$ cat src/sv/ckrb_pkg.sv
`default_nettype none

package ckrb_pkg;

  // Field widths fixed by the item format
  localparam int unsigned CharW     = 9;
  localparam int unsigned CmdW      = 2;
  localparam int unsigned StatusW   = 2;
  localparam int unsigned HistLimW  = 9;
  localparam int unsigned CkptLimW  = 5;
  localparam int unsigned CfgIdxW   = 1;
  localparam int unsigned CfgDataW  = 9;

  typedef logic [CmdW-1:0]       cmd_t;
  typedef logic signed [CharW-1:0] char_t;
  typedef logic [StatusW-1:0]    status_t;
  typedef logic [CfgIdxW-1:0]    cfg_idx_t;
  typedef logic [CfgDataW-1:0]   cfg_data_t;

  // Command codes
  localparam cmd_t CMD_GET      = 2'd0;
  localparam cmd_t CMD_PUSH     = 2'd1;
  localparam cmd_t CMD_COMMIT   = 2'd2;
  localparam cmd_t CMD_ROLLBACK = 2'd3;

  // Status codes
  localparam status_t ST_OK          = 2'd0;
  localparam status_t ST_HIST_FULL   = 2'd1;
  localparam status_t ST_STACK_FULL  = 2'd2;
  localparam status_t ST_STACK_EMPTY = 2'd3;

  // Configuration register indexes
  localparam cfg_idx_t REG_HISTORY_LIMIT    = 1'd0;
  localparam cfg_idx_t REG_CHECKPOINT_LIMIT = 1'd1;

  // Register reset values
  localparam logic [HistLimW-1:0] HistLimReset = 9'd256;
  localparam logic [CkptLimW-1:0] CkptLimReset = 5'd16;

endpackage

`default_nettype wire

$ cat src/sv/ckrb_if.sv
`default_nettype none

// Command beat channel
interface ckrb_in_if;
  logic              valid;
  logic              ready;
  ckrb_pkg::cmd_t    command;
  ckrb_pkg::char_t   fresh_char;

  modport source (output valid, output command, output fresh_char, input ready);
  modport sink   (input valid, input command, input fresh_char, output ready);
endinterface

// Result beat channel
interface ckrb_out_if;
  logic               valid;
  logic               ready;
  ckrb_pkg::char_t    char_out;
  logic               source_consumed;
  ckrb_pkg::status_t  status;

  modport source (output valid, output char_out, output source_consumed, output status,
                  input ready);
  modport sink   (input valid, input char_out, input source_consumed, input status,
                  output ready);
endinterface

`default_nettype wire

$ cat src/sv/ckrb_ram.sv
`default_nettype none

module ckrb_ram #(
  parameter int unsigned WIDTH = 9,
  parameter int unsigned DEPTH = 256,
  parameter int unsigned AW    = (DEPTH > 1) ? $clog2(DEPTH) : 1
) (
  input  wire logic             clk_i,
  input  wire logic             we_i,
  input  wire logic [AW-1:0]    waddr_i,
  input  wire logic [WIDTH-1:0] wdata_i,
  input  wire logic             re_i,
  input  wire logic [AW-1:0]    raddr_i,
  output logic      [WIDTH-1:0] rdata_o
);

  logic [WIDTH-1:0] mem [DEPTH];

  // Write port
  always_ff @(posedge clk_i) begin
    if (we_i) begin
      mem[waddr_i] <= wdata_i;
    end
  end

  // Registered read, data held until the next read
  always_ff @(posedge clk_i) begin
    if (re_i) begin
      rdata_o <= mem[raddr_i];
    end
  end

endmodule

`default_nettype wire

$ cat src/sv/checkpoint_replay_char_buffer.sv
`default_nettype none

// Backtracking character buffer for a parser. Each command beat gives one result beat.
// A get replays the recorded history first, then takes fresh_char from the source and
// records it while a checkpoint is open; push, commit and rollback work a stack of
// saved replay positions. The history and checkpoint RAMs are read when the beat is
// accepted, and the result is formed and written back in the execute state, so a new
// command is accepted only after the last one has executed, while the result register
// drains. A result still waiting on the sink holds the write-back cycle, and with it the
// acceptance of the following beat, until that result is taken.
// Write the configuration only while no command is in flight; the limits are read when
// a command executes. No clearing pass: only entries below the fill or stack depth are
// ever read.
module checkpoint_replay_char_buffer #(
  parameter int unsigned HISTORY_DEPTH    = 256,
  parameter int unsigned CHECKPOINT_DEPTH = 16
) (
  input  wire logic                 clk_i,
  input  wire logic                 rst_ni,
  input  wire logic                 cfg_we_i,
  input  wire ckrb_pkg::cfg_idx_t   cfg_index_i,
  input  wire ckrb_pkg::cfg_data_t  cfg_data_i,
  ckrb_in_if.sink                   in_ch,
  ckrb_out_if.source                out_ch
);

  import ckrb_pkg::*;

  // Pointer widths follow the depths
  localparam int unsigned FW  = $clog2(HISTORY_DEPTH + 1);
  localparam int unsigned HAW = (HISTORY_DEPTH > 1) ? $clog2(HISTORY_DEPTH) : 1;
  localparam int unsigned CW  = $clog2(CHECKPOINT_DEPTH + 1);
  localparam int unsigned SAW = (CHECKPOINT_DEPTH > 1) ? $clog2(CHECKPOINT_DEPTH) : 1;
  localparam int unsigned LW  = ((FW > HistLimW) ? FW : HistLimW) + 1;
  localparam int unsigned CLW = ((CW > CkptLimW) ? CW : CkptLimW) + 1;

  localparam logic S_IDLE = 1'b0;
  localparam logic S_EXEC = 1'b1;

  logic                state_q, state_d;
  logic [HistLimW-1:0] hist_limit_q;
  logic [CkptLimW-1:0] ckpt_limit_q;
  logic [FW-1:0]       fill_q, fill_d;
  logic [FW-1:0]       pos_q, pos_d;
  logic [CW-1:0]       depth_q, depth_d;
  cmd_t                cmd_q;
  char_t               fresh_q;

  logic                out_valid_q, out_valid_d;
  char_t               char_q, char_d;
  logic                consumed_q, consumed_d;
  status_t             status_q, status_d;

  logic                accept;
  logic                fire;
  logic                hist_we, stack_we;
  logic [CharW-1:0]    hist_rdata;
  logic [FW-1:0]       stack_rdata;
  logic [FW-1:0]       pos_inc;
  logic [CW-1:0]       depth_dec;
  logic                replay_hit;
  logic                hist_room;
  logic                stack_room;

  assign accept   = in_ch.valid && in_ch.ready;
  assign in_ch.ready = (state_q == S_IDLE);
  assign fire     = (state_q == S_EXEC) && (!out_valid_q || out_ch.ready);

  assign pos_inc    = pos_q + 1'b1;
  assign depth_dec  = depth_q - 1'b1;
  assign replay_hit = (pos_q < fill_q);
  assign hist_room  = (LW'(fill_q) < LW'(hist_limit_q)) && (LW'(fill_q) < LW'(HISTORY_DEPTH));
  assign stack_room = (CLW'(depth_q) < CLW'(ckpt_limit_q)) &&
                      (CLW'(depth_q) < CLW'(CHECKPOINT_DEPTH));

  // History store
  ckrb_ram #(
    .WIDTH (CharW),
    .DEPTH (HISTORY_DEPTH)
  ) u_hist_ram (
    .clk_i   (clk_i),
    .we_i    (hist_we),
    .waddr_i (fill_q[HAW-1:0]),
    .wdata_i (fresh_q),
    .re_i    (accept),
    .raddr_i (pos_q[HAW-1:0]),
    .rdata_o (hist_rdata)
  );

  // Checkpoint stack
  ckrb_ram #(
    .WIDTH (FW),
    .DEPTH (CHECKPOINT_DEPTH)
  ) u_stack_ram (
    .clk_i   (clk_i),
    .we_i    (stack_we),
    .waddr_i (depth_q[SAW-1:0]),
    .wdata_i (pos_q),
    .re_i    (accept),
    .raddr_i (depth_dec[SAW-1:0]),
    .rdata_o (stack_rdata)
  );

  // Execute the held command against the read data
  always_comb begin
    state_d     = state_q;
    fill_d      = fill_q;
    pos_d       = pos_q;
    depth_d     = depth_q;
    hist_we     = 1'b0;
    stack_we    = 1'b0;
    out_valid_d = out_valid_q && !out_ch.ready;
    char_d      = char_q;
    consumed_d  = consumed_q;
    status_d    = status_q;

    if (accept) begin
      state_d = S_EXEC;
    end

    if (fire) begin
      state_d     = S_IDLE;
      out_valid_d = 1'b1;
      char_d      = '0;
      consumed_d  = 1'b0;
      status_d    = ST_OK;
      case (cmd_q)
        CMD_GET: begin
          if (replay_hit) begin
            // Replay from history; release it once caught up with no checkpoint open
            char_d = char_t'(hist_rdata);
            pos_d  = pos_inc;
            if (pos_inc == fill_q && depth_q == '0) begin
              fill_d = '0;
              pos_d  = '0;
            end
          end else begin
            char_d     = fresh_q;
            consumed_d = 1'b1;
            if (depth_q != '0) begin
              if (hist_room) begin
                hist_we = 1'b1;
                fill_d  = fill_q + 1'b1;
                pos_d   = fill_q + 1'b1;
              end else begin
                status_d = ST_HIST_FULL;
              end
            end
          end
        end
        CMD_PUSH: begin
          if (stack_room) begin
            stack_we = 1'b1;
            depth_d  = depth_q + 1'b1;
          end else begin
            status_d = ST_STACK_FULL;
          end
        end
        default: begin
          // Commit and rollback pop the top entry
          if (depth_q == '0) begin
            status_d = ST_STACK_EMPTY;
          end else begin
            depth_d = depth_dec;
            if (cmd_q == CMD_ROLLBACK) begin
              pos_d = stack_rdata;
            end
          end
        end
      endcase
    end
  end

  // Control and pointer registers
  always_ff @(posedge clk_i or negedge rst_ni) begin
    if (!rst_ni) begin
      state_q     <= S_IDLE;
      fill_q      <= '0;
      pos_q       <= '0;
      depth_q     <= '0;
      out_valid_q <= 1'b0;
    end else begin
      state_q     <= state_d;
      fill_q      <= fill_d;
      pos_q       <= pos_d;
      depth_q     <= depth_d;
      out_valid_q <= out_valid_d;
    end
  end

  // Configuration registers
  always_ff @(posedge clk_i or negedge rst_ni) begin
    if (!rst_ni) begin
      hist_limit_q <= HistLimReset;
      ckpt_limit_q <= CkptLimReset;
    end else if (cfg_we_i) begin
      case (cfg_index_i)
        REG_HISTORY_LIMIT:    hist_limit_q <= cfg_data_i[HistLimW-1:0];
        REG_CHECKPOINT_LIMIT: ckpt_limit_q <= cfg_data_i[CkptLimW-1:0];
        default: ;
      endcase
    end
  end

  // Hold the accepted beat and the result payload
  always_ff @(posedge clk_i) begin
    if (accept) begin
      cmd_q   <= in_ch.command;
      fresh_q <= in_ch.fresh_char;
    end
    char_q     <= char_d;
    consumed_q <= consumed_d;
    status_q   <= status_d;
  end

  assign out_ch.valid           = out_valid_q;
  assign out_ch.char_out        = char_q;
  assign out_ch.source_consumed = consumed_q;
  assign out_ch.status          = status_q;

endmodule

`default_nettype wire
$ cat src/flat_wrapper.sv
// flat-port wrapper written by rule: the top's interface ports become plain ports
module checkpoint_replay_char_buffer_flat import ckrb_pkg::*;
#(
  parameter int unsigned HISTORY_DEPTH    = 256,
  parameter int unsigned CHECKPOINT_DEPTH = 16
)
  (clk_i, rst_ni, cfg_we_i, cfg_index_i, cfg_data_i, in_ch_valid, in_ch_command, in_ch_fresh_char, in_ch_ready, out_ch_valid, out_ch_char_out, out_ch_source_consumed, out_ch_status, out_ch_ready);
  ckrb_in_if in_ch_i ();
  ckrb_out_if out_ch_i ();
  input  wire logic clk_i;
  input  wire logic rst_ni;
  input  wire logic cfg_we_i;
  input  wire ckrb_pkg::cfg_idx_t cfg_index_i;
  input  wire ckrb_pkg::cfg_data_t cfg_data_i;
  input wire logic [$bits(in_ch_i.valid)-1:0] in_ch_valid;
  input wire logic [$bits(in_ch_i.command)-1:0] in_ch_command;
  input wire logic [$bits(in_ch_i.fresh_char)-1:0] in_ch_fresh_char;
  output wire logic [$bits(in_ch_i.ready)-1:0] in_ch_ready;
  output wire logic [$bits(out_ch_i.valid)-1:0] out_ch_valid;
  output wire logic [$bits(out_ch_i.char_out)-1:0] out_ch_char_out;
  output wire logic [$bits(out_ch_i.source_consumed)-1:0] out_ch_source_consumed;
  output wire logic [$bits(out_ch_i.status)-1:0] out_ch_status;
  input wire logic [$bits(out_ch_i.ready)-1:0] out_ch_ready;
  assign in_ch_i.valid = in_ch_valid;
  assign in_ch_i.command = in_ch_command;
  assign in_ch_i.fresh_char = in_ch_fresh_char;
  assign in_ch_ready = in_ch_i.ready;
  assign out_ch_valid = out_ch_i.valid;
  assign out_ch_char_out = out_ch_i.char_out;
  assign out_ch_source_consumed = out_ch_i.source_consumed;
  assign out_ch_status = out_ch_i.status;
  assign out_ch_i.ready = out_ch_ready;
  checkpoint_replay_char_buffer #(.HISTORY_DEPTH(HISTORY_DEPTH), .CHECKPOINT_DEPTH(CHECKPOINT_DEPTH)) u_core (.clk_i(clk_i), .rst_ni(rst_ni), .cfg_we_i(cfg_we_i), .cfg_index_i(cfg_index_i), .cfg_data_i(cfg_data_i), .in_ch(in_ch_i), .out_ch(out_ch_i));
endmodule
$ cat config.mk
export PLATFORM = sky130hd
export DESIGN_NAME = checkpoint_replay_char_buffer_flat
export DESIGN_NICKNAME = d
export VERILOG_FILES = /design/src/sv/ckrb_pkg.sv /design/src/sv/ckrb_if.sv /design/src/sv/ckrb_ram.sv /design/src/sv/checkpoint_replay_char_buffer.sv /design/src/flat_wrapper.sv
export SDC_FILE = /design/constraint.sdc
export NUM_CORES = 2
export LEC_CHECK = 0
export BUFFER_PORTS_ARGS = -buffer_cell sky130_fd_sc_hd__buf_2
export CAP_MARGIN = 20
export CELL_PAD_IN_SITES_DETAIL_PLACEMENT = 1
export CELL_PAD_IN_SITES_GLOBAL_PLACEMENT = 2
export CORE_ASPECT_RATIO = 1.2
export CORE_MARGIN = 5
export CORE_UTILIZATION = 40
export DETAILED_ROUTE_END_ITERATION = 10
export PLACE_DENSITY_LB_ADDON = 0.1
export SYNTH_ARGS = -nofsm -noshare
export SYNTH_HDL_FRONTEND = slang
export SYNTH_SLANG_ARGS = --single-unit
$ cat constraint.sdc
create_clock -name clk_i -period 4.7 [get_ports clk_i]
set_clock_uncertainty 0.15 [all_clocks]
set_input_delay 0 -clock clk_i [delete_from_list [all_inputs] [get_ports clk_i]]
set_output_delay 0 -clock clk_i [all_outputs]
set_load 0.1 [all_outputs]
==> metrics.txt <==
outcome=finished, violations left; violations in the final reports=max-slew violations; final worst slack=219 ps; maximum number of pins on one net before global-route repair=177; Overall Power=0.0688 W; post-detailed-route via-to-cell ratio=5.93; post-layout net count=5297; cell mode on critical path=sky130_fd_sc_hd__buf_4; Area contributors post-synth=sky130_fd_sc_hd__edfxtp_1, sky130_fd_sc_hd__mux4_2, sky130_fd_sc_hd__mux2i_1, sky130_fd_sc_hd__nor2_1, sky130_fd_sc_hd__dfrtp_1; number of buffer and inverter instances along the worst setup path=5; Die Span X=roughly 460 um; pin slew with the least headroom to its limit=1620 ps; total number of clock tree sinks=2528; arrival time of data at the critical path endpoint=slightly below 5000 ps; Synth Flop Type=sky130_fd_sc_hd__edfxtp_1; Yosys cell types=81; I/O pin cnt=40; number of nets produced by synthesis=4902; maximum ir drop on the vdd rail=0.421 mV; detail-routed net length per standard cell=36.8 um; Crit path largest cell delay=730 ps; multi-input logic area=21700 um^2; peak fanout along the critical path=28; GRT Overall Usage=24.4%; insertion delay of the later-clocked pin in the worst-skew pair=850 ps; number of rows created at floorplan=200; vias in the first global route=53800; Post-Place Cell Area=105000 um^2; clock-pin slew on the worst setup and hold paths=60 ps; worst setup path class=flop to flop; YS warnings=0; worst min-delay path endpoint=u_core.ckpt_limit_q[4]$_DFFE_PN1P_; post-synthesis sequential element count=between 2000 and 3000; setup repair after global routing missed its margin=no; worst slack, placed=-8.39 ps; area share of the largest cell type after synthesis=75.5%; kind of cell adding the most delay to the critical path=compound AO/OA/AOI/OAI gates; Cell Area, Synth=99000 um^2; critical-path cell list=buf_4 -> buf_12 -> buf_4 -> mux4_2 -> nor2_1 -> nor2_1 -> a221oi_1 -> nor3_1 -> a2111oi_0 -> buf_4 -> o32ai_1 -> buf_4; vias=between 50000 and 60000; maximum clock insertion buffer count=4; end of the worst register-to-register path=u_core.u_hist_ram.rdata_o[0]$_DFFE_PP_; final hold vios=0; period utilisation layout=95.3%; FF-to-FF Start=u_core.pos_q[0]$_DFFE_PN0P_; CTS H-tree lvls=5; Die H=between 500 and 600 um; relative slew slack=-7.89%; master cell of the clock root buffer=sky130_fd_sc_hd__clkbuf_16; Hold Path Cell Cnt=4; initial drt markers=between 5000 and 6000; floorplan core area=247000 um^2; number of instances in the synthesized netlist=4843; die footprint=258000 um^2; half-perimeter wire length after detailed placement=between 200 and 250 mm; length in cells of the worst reg-to-reg path=12; cell type contributing the most total cell area after synthesis=sky130_fd_sc_hd__edfxtp_1; TritonCTS buffer count=around 280; EDFF count, synth=2489; Seq/Total Area, Yosys=76.5%; initial cell density of the core=40.1%; Post-route DRC=0; total power per unit cell area=between 600 and 700 nW/um^2; hold crit path type=primary input to flop; Non-Filler Cell Area, Final=114000 um^2; wire length of the first global-routing pass=443 mm; length of the first detailed-routing pass in iterations=6; required time of the critical path=5140 ps; initial antenna violation count=19; startpoint of the most critical hold path=cfg_we_i; Pins Over Slew Limit=70; aggregate global routing overflow=0; logic depth of the worst setup path including buffers=12; Final setup viols=0; crit path capture type=flop; total wire length=319 mm; Antenna Nets Post-Route=0; Critical Path Start Type=flop; layout filler cell count=22400; number of instances resized during post-cts repair=0; ys async rst share=1.54%; area growth from synthesis to final layout=14.8%; critical-path cell with the highest stage delay=sky130_fd_sc_hd__dfrtp_4; minimum period implied by the final worst setup slack=roughly 4500 ps; Mean Syn Cell Area=20.4 um^2; sequential standard cell area=roughly 76000 um^2; leakage component of the power=between 30 and 40 nW; register-to-register setup slack=220 ps; proportion of layout cells with a drive suffix above 1=23.5%; number of I/O port buffers=39; CTS tree=yes; maximum clock frequency=223 MHz; count of max-cap constraint violations=0; routability congestion estimate from global placement=about 0.81
[sequential cells by signal, indices dropped and copies added (netlist names), 2 cells and up]
name,count
u_core.fill_q,9
u_core.ckpt_limit_q,5
u_core.depth_q,5
u_core.u_stack_ram.mem,144
u_core.fresh_q,9
u_core.u_stack_ram.rdata_o,9
u_core.u_hist_ram.mem,2304
u_core.hist_limit_q,9
u_core.out_ch.char_out,9
u_core.u_hist_ram.rdata_o,9
u_core.out_ch.status,2
u_core.cmd_q,2
u_core.pos_q,9
[tightest hold or removal path: stages]
cell                            delay [ps]
sky130_fd_sc_hd__dlygate4sd3_1         540
sky130_fd_sc_hd__buf_2                 130
sky130_fd_sc_hd__nand2_1               180
sky130_fd_sc_hd__mux2_2                190
[layout by cell type (no fill, tap or decap), types with 40 or more instances in the layout]
| cell type | n |
|---|---|
| sky130_fd_sc_hd__clkinv_1 | 61 |
| sky130_fd_sc_hd__nor2_1 | 334 |
| sky130_fd_sc_hd__dlygate4sd3_1 | 59 |
| sky130_fd_sc_hd__clkbuf_1 | 65 |
| sky130_fd_sc_hd__buf_4 | 247 |
| sky130_fd_sc_hd__buf_12 | 48 |
| sky130_fd_sc_hd__edfxtp_1 | 2489 |
| sky130_fd_sc_hd__a21oi_1 | 106 |
| sky130_fd_sc_hd__nand2_1 | 121 |
| sky130_fd_sc_hd__o221ai_1 | 40 |
| sky130_fd_sc_hd__mux4_2 | 518 |
| sky130_fd_sc_hd__clkbuf_16 | 288 |
| sky130_fd_sc_hd__a22oi_1 | 110 |
| sky130_fd_sc_hd__buf_2 | 40 |
| sky130_fd_sc_hd__o21ai_0 | 41 |
| sky130_fd_sc_hd__mux2i_1 | 263 |
[cell usage after synthesis (33+ instances only)]
library cell / count
sky130_fd_sc_hd__edfxtp_1: 2489
sky130_fd_sc_hd__mux4_2: 518
sky130_fd_sc_hd__nor2_1: 336
sky130_fd_sc_hd__mux2i_1: 263
sky130_fd_sc_hd__nand2_1: 133
sky130_fd_sc_hd__buf_2: 116
sky130_fd_sc_hd__a22oi_1: 110
sky130_fd_sc_hd__a21oi_1: 107
sky130_fd_sc_hd__clkbuf_1: 93
sky130_fd_sc_hd__o21ai_0: 41
sky130_fd_sc_hd__o221ai_1: 40
sky130_fd_sc_hd__dfrtp_1: 37
sky130_fd_sc_hd__buf_6: 35
sky130_fd_sc_hd__a221oi_1: 34
sky130_fd_sc_hd__a211oi_1: 33
sky130_fd_sc_hd__ha_1: 33
[logic make-up (layout without fill, tap and decap cells)]
family | Yosys count | after routing | share of synthesized area (%)
flip-flops | 2528 | 2528 | 76.5
multiplexers | 790 | 790 | 14.5
AND/OR/NAND/NOR | 605 | 605 | 2.63
AO/OA/AOI/OAI | 540 | 540 | 3.86
buffers and inverters | 318 | 902 | 1.73
adder cells (fa/ha/maj) | 33 | 33 | 0.417
XOR/XNOR | 29 | 29 | 0.312
other | 0 | 4 | 0
[power by group]
part | internal (W) | switching [W] | total [W]
sequential | 0.0260 | 0.000642 | 0.0267
combinational | 0.00781 | 0.0137 | 0.0216
clock | 0.0118 | 0.00880 | 0.0206
total | 0.0457 | 0.0232 | 0.0688
[metal layers]
metal,GRT usage (%),vias up,share of wire [%]
met4,6.18,2,2.7
met2,41.3,1604,50
met5,0,-,0.0041
li1,-,20900,-
met1,33.5,28400,42
met3,3.31,427,5.3
[how the worst max path moves through the flow]
stage | start | endpoint | slack [ps]
after floorplan | u_core.fresh_q[0]$_DFFE_PP_ | u_core.u_hist_ram.mem[0][0]$_DFFE_PP_ | 490
after global placement | u_core.pos_q[1]$_DFFE_PN0P_ | u_core.u_hist_ram.rdata_o[3]$_DFFE_PP_ | -60
after detailed placement | u_core.pos_q[3]$_DFFE_PN0P_ | u_core.u_hist_ram.rdata_o[1]$_DFFE_PP_ | -8
after CTS | u_core.pos_q[0]$_DFFE_PN0P_ | u_core.u_hist_ram.rdata_o[1]$_DFFE_PP_ | 9
after global routing | u_core.pos_q[0]$_DFFE_PN0P_ | u_core.u_hist_ram.rdata_o[1]$_DFFE_PP_ | 150
final | u_core.pos_q[0]$_DFFE_PN0P_ | u_core.u_hist_ram.rdata_o[0]$_DFFE_PP_ | 220
[per-stage QoR]
step	utilization, %	setup TNS [ps]	hold WS (ps)	instances
3_5_place_dp	42.4	-8.39	-14.6	8128
4_1_cts	46.0	0	7.82	8656
2_1_floorplan	-	0	-446	4843
6_report	46.0	0	103	8663
5_1_grt	46.0	0	104	8662
3_3_place_gp	42.3	-85.5	-25.1	8119
[timing repair]
item | CTS | global route
setup buffers | 3 | 0
hold buffers | 59 | 0
endpoints found under the setup margin | 1 | 0
endpoints found under the hold margin | 98 | 0
[final cells by class]
| class | instances | share of cell area, % |
|---|---|---|
| diodes | 4 | 0.00881 |
| well taps | 3232 | 3.56 |
| clock inverters | 109 | 0.710 |
| clock buffers | 357 | 6.60 |
| flip-flops and latches | 2528 | 66.6 |
| multi-input cells | 1997 | 19.1 |
| repair buffers | 401 | 3.26 |
| inverters | 35 | 0.120 |
No activity file was read; power rests on OpenSTA's default activity.
